===== config.mk =====
export PLATFORM = sky130hd
export DESIGN_NAME = i2c_target_register_map
export DESIGN_NICKNAME = d
export VERILOG_FILES = /design/src/design/i2ctrm_pkg.sv /design/src/design/i2ctrm_ram.sv /design/src/design/i2ctrm_ctrl.sv /design/src/design/i2ctrm_dp.sv /design/src/design/i2c_target_register_map.sv
export SDC_FILE = /design/constraint.sdc
export NUM_CORES = 2
export LEC_CHECK = 0
export BUFFER_PORTS_ARGS = -buffer_cell sky130_fd_sc_hd__buf_2
export CORE_MARGIN = 5
export CORE_UTILIZATION = 30
export CTS_CLUSTER_DIAMETER = 30
export DETAILED_ROUTE_END_ITERATION = 16
export PLACE_DENSITY = 0.46
export SLEW_MARGIN = 10
export SYNTH_ARGS = -nofsm -noshare
export SYNTH_HDL_FRONTEND = slang
export SYNTH_SLANG_ARGS = --single-unit

===== constraint.sdc =====
create_clock -name clk -period 23 [get_ports clk]
set_input_delay 3.45 -clock clk [delete_from_list [all_inputs] [get_ports clk]]
set_output_delay 3.45 -clock clk [all_outputs]
set_load 0.01 [all_outputs]

===== src/design/i2ctrm_pkg.sv =====
// Shared types and constants for the I2C target register map.
// No dependencies.
package i2ctrm_pkg;

    localparam int LEFT_W     = 3;
    localparam int TIME_BYTES = 4;

    localparam logic [1:0] MODE_RX   = 2'd0;
    localparam logic [1:0] MODE_READ = 2'd1;
    localparam logic [1:0] MODE_STOP = 2'd2;

    localparam logic [7:0] TIME_SLOT = 8'hF0;
    localparam logic [1:0] SNAP_LAST = 2'(TIME_BYTES - 1);

    typedef enum logic [1:0] {
        ST_IDLE,
        ST_SNAP,
        ST_RDATA,
        ST_PUSH
    } state_t;

    // controller -> datapath
    typedef struct packed {
        logic       byte_wr;
        logic       rd_start;
        logic       stop;
        logic       snap_wr;
        logic [1:0] snap_idx;
        logic       load_ram;
        logic       load_time;
        logic       push;
    } cmd_t;

    // datapath -> controller
    typedef struct packed {
        logic ptr_is_slot;
        logic out_free;
    } status_t;

endpackage


===== src/design/i2ctrm_ram.sv =====
// Generic single-write, single-read RAM with registered read data.
// No dependencies.
module i2ctrm_ram #(
    parameter int WIDTH = 8,
    parameter int DEPTH = 256
) (
    input  logic                     clk,
    input  logic                     we,
    input  logic [$clog2(DEPTH)-1:0] wr_addr,
    input  logic [WIDTH-1:0]         wr_data,
    input  logic [$clog2(DEPTH)-1:0] rd_addr,
    output logic [WIDTH-1:0]         rd_data
);

    logic [WIDTH-1:0] mem [DEPTH];

    always_ff @(posedge clk)
    begin
        if (we)
        begin
            mem[wr_addr] <= wr_data;
        end
        rd_data <= mem[rd_addr];
    end

endmodule


===== src/design/i2ctrm_ctrl.sv =====
// Sequencer for the I2C target register map: accepts bus events, steps reads.
// Depends on i2ctrm_pkg.
module i2ctrm_ctrl (
    input  logic                clk,
    input  logic                rst_n,
    input  logic                in_valid,
    output logic                in_ready,
    input  logic [1:0]          mode,
    input  i2ctrm_pkg::status_t status,
    output i2ctrm_pkg::cmd_t    cmd
);

    i2ctrm_pkg::state_t state_reg, state_next;
    logic [1:0]         snap_cnt_reg, snap_cnt_next;

    always_ff @(posedge clk or negedge rst_n)
    begin
        if (!rst_n)
        begin
            state_reg    <= i2ctrm_pkg::ST_IDLE;
            snap_cnt_reg <= '0;
        end
        else
        begin
            state_reg    <= state_next;
            snap_cnt_reg <= snap_cnt_next;
        end
    end

    always_comb
    begin
        state_next    = state_reg;
        snap_cnt_next = snap_cnt_reg;
        cmd           = '0;
        in_ready      = 1'b0;
        cmd.snap_idx  = snap_cnt_reg;
        unique case (state_reg)
            i2ctrm_pkg::ST_IDLE:
            begin
                in_ready = 1'b1;
                if (in_valid)
                begin
                    case (mode)
                        i2ctrm_pkg::MODE_RX:   cmd.byte_wr = 1'b1;
                        i2ctrm_pkg::MODE_STOP: cmd.stop    = 1'b1;
                        i2ctrm_pkg::MODE_READ:
                        begin
                            cmd.rd_start  = 1'b1;
                            snap_cnt_next = '0;
                            state_next    = status.ptr_is_slot ? i2ctrm_pkg::ST_SNAP
                                                               : i2ctrm_pkg::ST_RDATA;
                        end
                        default: ;
                    endcase
                end
            end
            i2ctrm_pkg::ST_SNAP:
            begin
                // one time byte per cycle through the single write port
                cmd.snap_wr = 1'b1;
                if (snap_cnt_reg == i2ctrm_pkg::SNAP_LAST)
                begin
                    cmd.load_time = 1'b1;
                    state_next    = i2ctrm_pkg::ST_PUSH;
                end
                else
                begin
                    snap_cnt_next = snap_cnt_reg + 2'd1;
                end
            end
            i2ctrm_pkg::ST_RDATA:
            begin
                cmd.load_ram = 1'b1;
                state_next   = i2ctrm_pkg::ST_PUSH;
            end
            i2ctrm_pkg::ST_PUSH:
            begin
                if (status.out_free)
                begin
                    cmd.push   = 1'b1;
                    state_next = i2ctrm_pkg::ST_IDLE;
                end
            end
            default: state_next = i2ctrm_pkg::ST_IDLE;
        endcase
    end

endmodule


===== src/design/i2ctrm_dp.sv =====
// Datapath: address counter, pointer, register store with valid bits, output beat.
// Depends on i2ctrm_pkg and i2ctrm_ram.
module i2ctrm_dp #(
    parameter int ADDRESS_BYTES = 4,
    parameter int STORE_DEPTH   = 256
) (
    input  logic                clk,
    input  logic                rst_n,
    input  i2ctrm_pkg::cmd_t    cmd,
    output i2ctrm_pkg::status_t status,
    input  logic [7:0]          rx_byte,
    input  logic [31:0]         time_us,
    output logic                out_valid,
    input  logic                out_ready,
    output logic [7:0]          tx_byte
);

    localparam int AW = $clog2(STORE_DEPTH);

    logic [i2ctrm_pkg::LEFT_W-1:0] left_reg, left_next;
    logic [7:0]             ptr_reg, ptr_next;
    logic [STORE_DEPTH-1:0] vld_reg, vld_next;
    logic                   rd_vld_reg;
    logic [31:0]            time_reg;
    logic [7:0]             stage_reg;
    logic                   out_valid_reg, out_valid_next;
    logic [7:0]             tx_reg;

    logic [8:0]    snap_addr;
    logic [7:0]    snap_byte;
    logic          ptr_in_store;
    logic          we;
    logic [AW-1:0] wr_addr;
    logic [7:0]    wr_data;
    logic [7:0]    ram_rdata;

    assign ptr_in_store = {1'b0, ptr_reg} < 9'(STORE_DEPTH);
    assign snap_addr    = 9'(i2ctrm_pkg::TIME_SLOT) + 9'(cmd.snap_idx);

    always_comb
    begin
        case (cmd.snap_idx)
            2'd0:    snap_byte = time_reg[31:24];
            2'd1:    snap_byte = time_reg[23:16];
            2'd2:    snap_byte = time_reg[15:8];
            default: snap_byte = time_reg[7:0];
        endcase
    end

    // write port: data byte at pointer, or a time byte of the snapshot
    always_comb
    begin
        we      = 1'b0;
        wr_addr = ptr_reg[AW-1:0];
        wr_data = rx_byte;
        if (cmd.byte_wr && left_reg == '0 && ptr_in_store)
        begin
            we = 1'b1;
        end
        else if (cmd.snap_wr && snap_addr < 9'(STORE_DEPTH))
        begin
            we      = 1'b1;
            wr_addr = snap_addr[AW-1:0];
            wr_data = snap_byte;
        end
    end

    always_comb
    begin
        left_next = left_reg;
        ptr_next  = ptr_reg;
        vld_next  = vld_reg;
        if (we)
        begin
            vld_next[wr_addr] = 1'b1;
        end
        if (cmd.stop)
        begin
            left_next = i2ctrm_pkg::LEFT_W'(ADDRESS_BYTES);
        end
        else if (cmd.byte_wr)
        begin
            if (left_reg != '0)
            begin
                left_next = left_reg - 1'b1;
                if (left_reg == i2ctrm_pkg::LEFT_W'(1))
                begin
                    ptr_next = rx_byte;
                end
            end
            else
            begin
                ptr_next = ptr_reg + 8'd1;
            end
        end
        else if (cmd.rd_start)
        begin
            ptr_next = ptr_reg + 8'd1;
        end
    end

    always_comb
    begin
        out_valid_next = out_valid_reg;
        if (cmd.push)
        begin
            out_valid_next = 1'b1;
        end
        else if (out_ready)
        begin
            out_valid_next = 1'b0;
        end
    end

    always_ff @(posedge clk or negedge rst_n)
    begin
        if (!rst_n)
        begin
            left_reg      <= i2ctrm_pkg::LEFT_W'(ADDRESS_BYTES);
            ptr_reg       <= '0;
            vld_reg       <= '0;
            out_valid_reg <= 1'b0;
        end
        else
        begin
            left_reg      <= left_next;
            ptr_reg       <= ptr_next;
            vld_reg       <= vld_next;
            out_valid_reg <= out_valid_next;
        end
    end

    // payload registers
    always_ff @(posedge clk)
    begin
        rd_vld_reg <= vld_reg[ptr_reg[AW-1:0]] && ptr_in_store;
        if (cmd.rd_start)
        begin
            time_reg <= time_us;
        end
        if (cmd.load_ram)
        begin
            stage_reg <= rd_vld_reg ? ram_rdata : 8'h00;
        end
        else if (cmd.load_time)
        begin
            stage_reg <= (9'(i2ctrm_pkg::TIME_SLOT) < 9'(STORE_DEPTH)) ? time_reg[31:24]
                                                                       : 8'h00;
        end
        if (cmd.push)
        begin
            tx_reg <= stage_reg;
        end
    end

    i2ctrm_ram #(
        .WIDTH (8),
        .DEPTH (STORE_DEPTH)
    ) u_store (
        .clk     (clk),
        .we      (we),
        .wr_addr (wr_addr),
        .wr_data (wr_data),
        .rd_addr (ptr_reg[AW-1:0]),
        .rd_data (ram_rdata)
    );

    assign status.ptr_is_slot = ptr_reg == i2ctrm_pkg::TIME_SLOT;
    assign status.out_free    = !out_valid_reg || out_ready;
    assign out_valid          = out_valid_reg;
    assign tx_byte            = tx_reg;

    a_push_free: assert property (@(posedge clk) disable iff (!rst_n)
        cmd.push |-> status.out_free)
        else $error("result pushed over an undelivered beat");

    a_read_incr: assert property (@(posedge clk) disable iff (!rst_n)
        cmd.rd_start |=> ptr_reg == 8'($past(ptr_reg) + 8'd1))
        else $error("pointer did not advance after read");

    a_stop_arm: assert property (@(posedge clk) disable iff (!rst_n)
        cmd.stop |=> left_reg == i2ctrm_pkg::LEFT_W'(ADDRESS_BYTES))
        else $error("address collection not rearmed after stop");

    a_out_hold: assert property (@(posedge clk) disable iff (!rst_n)
        (out_valid_reg && !out_ready) |=> $stable(tx_reg))
        else $error("result beat changed while stalled");

endmodule


===== src/design/i2c_target_register_map.sv =====
// I2C target register map. Byte-received and stop events are taken back to back.
// A read steps through store read, staging and output load, and may stall before
// the output load while the last beat waits; a time-slot read first fills the
// four time bytes via the single store write port. tx_byte is registered. Reset
// clears pointer and per-byte valid bits, rearms address counter at once; no sweep.
module i2c_target_register_map #(
    parameter int ADDRESS_BYTES = 4,
    parameter int STORE_DEPTH   = 256
) (
    input  logic        clk,
    input  logic        rst_n,
    input  logic        in_valid,
    output logic        in_ready,
    input  logic [1:0]  mode,
    input  logic [7:0]  rx_byte,
    input  logic [31:0] time_us,
    output logic        out_valid,
    input  logic        out_ready,
    output logic [7:0]  tx_byte
);

    i2ctrm_pkg::cmd_t    cmd;
    i2ctrm_pkg::status_t status;

    i2ctrm_ctrl u_ctrl (
        .clk      (clk),
        .rst_n    (rst_n),
        .in_valid (in_valid),
        .in_ready (in_ready),
        .mode     (mode),
        .status   (status),
        .cmd      (cmd)
    );

    i2ctrm_dp #(
        .ADDRESS_BYTES (ADDRESS_BYTES),
        .STORE_DEPTH   (STORE_DEPTH)
    ) u_dp (
        .clk       (clk),
        .rst_n     (rst_n),
        .cmd       (cmd),
        .status    (status),
        .rx_byte   (rx_byte),
        .time_us   (time_us),
        .out_valid (out_valid),
        .out_ready (out_ready),
        .tx_byte   (tx_byte)
    );

endmodule

==> summary.txt <==
Run status
  – Status: finished clean

GRT
  – Grt total ovfl: 0
  – GRT Max-Usage Layer: met2
  – Largest net degree at the start of global routing: 175
  – Initial antenna violation count: 15
  – First-pass GRT wire length: 372,000 µm
  – Met3 global-route usage: 3.28%
  – Vias in the first global route: 48.3k
  – Met1 Usage GRT: 22.9%
  – Met2 Use GR: 25.4%
  – Gr usage total: 16.2%

STA
  – Slew Viols, Final: 0
  – Clk_skew: 0.0964 ns
  – Max Clk Rate: 147 MHz
  – Setup Total Neg Slack: 0 ns
  – RSZ-0062 raised after global routing: no
  – Final setup fails: 0
  – Worst-margin pin slew: 1.49 ns
  – Hold slack: 0.421 ns
  – Period minus WS final: 6.80 ns
  – Slew margin rel.: 0.745%
  – Final period util: 29.6%
  – Endpoints failing hold: 0

Clocking
  – Setup Buffers After CTS: 0
  – CTS Buf Count: 537
  – CTS-repair resized insts: 0
  – Root buf cell: clkbuf_16
  – Max clock buf depth: 4
  – Worst-Skew Late Latency: 0.92 ns
  – CTS H-Tree Depth: 6
  – Clock sink count: 2,377
  – Clock-pin slew on the worst setup and hold paths: 0.04 ns
  – TritonCTS clock tree: done
  – Cts hold-fix bufs: 0

Synth
  – Post-synthesis sequential area ratio: 75.7%
  – Unique masters post-synth: 64
  – Syn Nets: 4,384
  – Mapped cell area: 92,400 µm²
  – EDFF count, synth: 2,096
  – Asr flop ratio synth: 11.4%
  – Yosys warns: 0
  – Register bit count reported by yosys: 2,377
  – Post-Syn Instances: 4,325
  – Most used DFF post-synth: edfxtp_1
  – Synthesized area per cell: 21.4 µm²

Run
  – Max Cap Violations: 0

Worst setup path
  – R2r setup slk: 17.24 ns
  – CP max-delay cell: nor3b_2
  – Crit path kind: primary input to flip-flop
  – CP top delay family: simple AND/OR/NAND/NOR gates
  – Largest stage delay, worst path: 0.99 ns
  – WP buf/inv: 1
  – Crit-path max FO: 16
  – Critical path cell sequence: buf_2 > nand4bb_1 > or2_2 > nor3b_2 > nand2_1 > nor2_1
  – Required @ worst endpoint: 23.46 ns
  – WP data arrival: 7.25 ns
  – Setup crit start kind: primary input
  – Critical Path End Type: flip-flop

Power
  – Peak supply drop: 0.108 mV
  – P per Cell Area: 142 nW/µm²
  – Leak pwr: 39.7 nW

Placed design
  – Area after DPL: 97,600 µm²
  – IO Port Bufs: 55
  – Placed cells: 8,331
  – Dpl hpwl: 149,000 µm
  – Routability congestion estimate: 0.778

Final layout
  – Max FFs per register: 2,048
  – Cell area after layout: 116,000 µm²
  – # nets final: 4,829
  – Fill count: 27.9k
  – Post-Layout Cell Count: 9,311
  – Area grow syn2layout: 25.3%
  – Layout cells sized above 1: 37.9%

Detailed routing
  – WL/cell: 28.2 µm
  – Total vias in the final route: 45.8k
  – Antenna Nets Post-Route: 0
  – 1st-iter DRT viols: 4,414
  – Total wire length: 262,000 µm
  – DRT Pass-1 Iters: 6
  – Residual DRC: 0
  – DR vias/cell: 4.91

Floorplan
  – CORE AREA: 306,000 µm²
  – # rows: 203
  – Chip width: 565 µm
  – Initial Utilization: 30.1%
  – Die ar.: 319,000 µm²
  – Ports: 56
  – Die height: 565 µm

Hold path
  – Worst min-delay path class: flip-flop to flip-flop
[power breakdown]
group / switching [mW] / total [mW] / internal, mW / leakage (nW)
logic: 2.37 / 3.69 / 1.33 / 8.20
registers: 0.0805 / 5.22 / 5.14 / 22.7
clock network: 2.42 / 7.54 / 5.12 / 8.77
total: 4.87 / 16.5 / 11.6 / 39.7
[worst paths after layout]
check / end / startpoint / depth (start not counted)
max: u_dp.u_store.mem[109][6]$_DFFE_PP_ / mode[1] / 6
min: u_dp.tx_byte[7]$_DFFE_PP_ / u_dp.stage_reg[7]$_DFFE_PP_ / 0
max reg2reg: u_dp.u_store.rd_data[7]$_DFF_P_ / u_dp.ptr_reg[0]$_DFFE_PN0P_ / 9
min reg2reg: u_dp.tx_byte[7]$_DFFE_PP_ / u_dp.stage_reg[7]$_DFFE_PP_ / 0
max in group asynchronous: u_dp.vld_reg[46]$_DFFE_PN0N_ / rst_n / 3
min in group asynchronous: u_dp.vld_reg[48]$_DFFE_PN0N_ / rst_n / 1
[logic make-up (layout without fill, tap and decap cells)]
| kind of cell | after synthesis | after routing | share of synthesized area, % |
|---|---|---|---|
| compound gates | 215 | 215 | 1.63 |
| buf+inv | 261 | 1143 | 1.47 |
| mux | 743 | 743 | 17.2 |
| xor+xnor | 1 | 1 | 0.00949 |
| fa+ha+maj | 13 | 13 | 0.176 |
| flops | 2377 | 2377 | 75.7 |
| other cells | 0 | 4 | 0 |
| simple gates | 715 | 715 | 3.83 |
[final cells by class]
cell class,count,area [µm²],area share [%]
diodes,4,10.0,0.00865
clock buffers,655,14500,12.5
clock inverters,321,3670,3.17
inverters,24,97.6,0.0843
multi-input cells,1687,21300,18.4
flip-flops and latches,2377,69900,60.4
well taps,4100,5130,4.43
repair buffers,143,1070,0.926
[layer usage]
layer | vias to the layer above | wire length (µm)
li1 | 18900 | -
met4 | 0 | 6280
met2 | 1525 | 124000
met3 | 407 | 15800
met1 | 24900 | 116000
met5 | - | 0
[synth_stat cells (21+ instances only)]
| library cell | n | area share (%) |
|---|---|---|
| a21oi_1 | 42 | 0.23 |
| a22oi_1 | 33 | 0.27 |
| buf_2 | 71 | 0.38 |
| buf_4 | 27 | 0.22 |
| buf_6 | 25 | 0.30 |
| clkbuf_1 | 96 | 0.39 |
| dfrtp_1 | 271 | 7.3 |
| edfxtp_1 | 2096 | 68 |
| inv_1 | 21 | 0.085 |
| mux2i_1 | 69 | 0.75 |
| mux4_2 | 673 | 16 |
| nand2_1 | 85 | 0.35 |
| nor2_1 | 290 | 1.2 |
| o21ai_0 | 37 | 0.20 |
| or2_2 | 257 | 1.7 |
[metrics by stage]
step | power [mW] | setup slack [ns] | utilization, %
after floorplan | 7.76 | 6.74 | -
after global placement | 9.06 | 15.24 | 31.8
after detailed placement | 9.07 | 15.33 | 31.8
after CTS | 16.7 | 16.25 | 37.8
after global routing | 17.0 | 16.12 | 37.8
final | 16.5 | 16.20 | 37.8
[placed cells by master (no fill, tap or decap), types with 22 or more instances in the layout]
master,n
clkinvlp_4,51
bufinv_16,57
or2_2,257
nor2_1,286
inv_6,26
clkinv_1,45
mux2i_1,69
nand2_1,75
clkinv_2,97
edfxtp_1,2096
buf_2,54
a21oi_1,42
mux4_2,673
dfrtp_1,267
a22oi_1,33
buf_4,78
clkbuf_16,552
o21ai_0,28
clkbuf_8,27
clkbuf_1,76
clkinv_4,22
(Power assumes the default switching activity.)
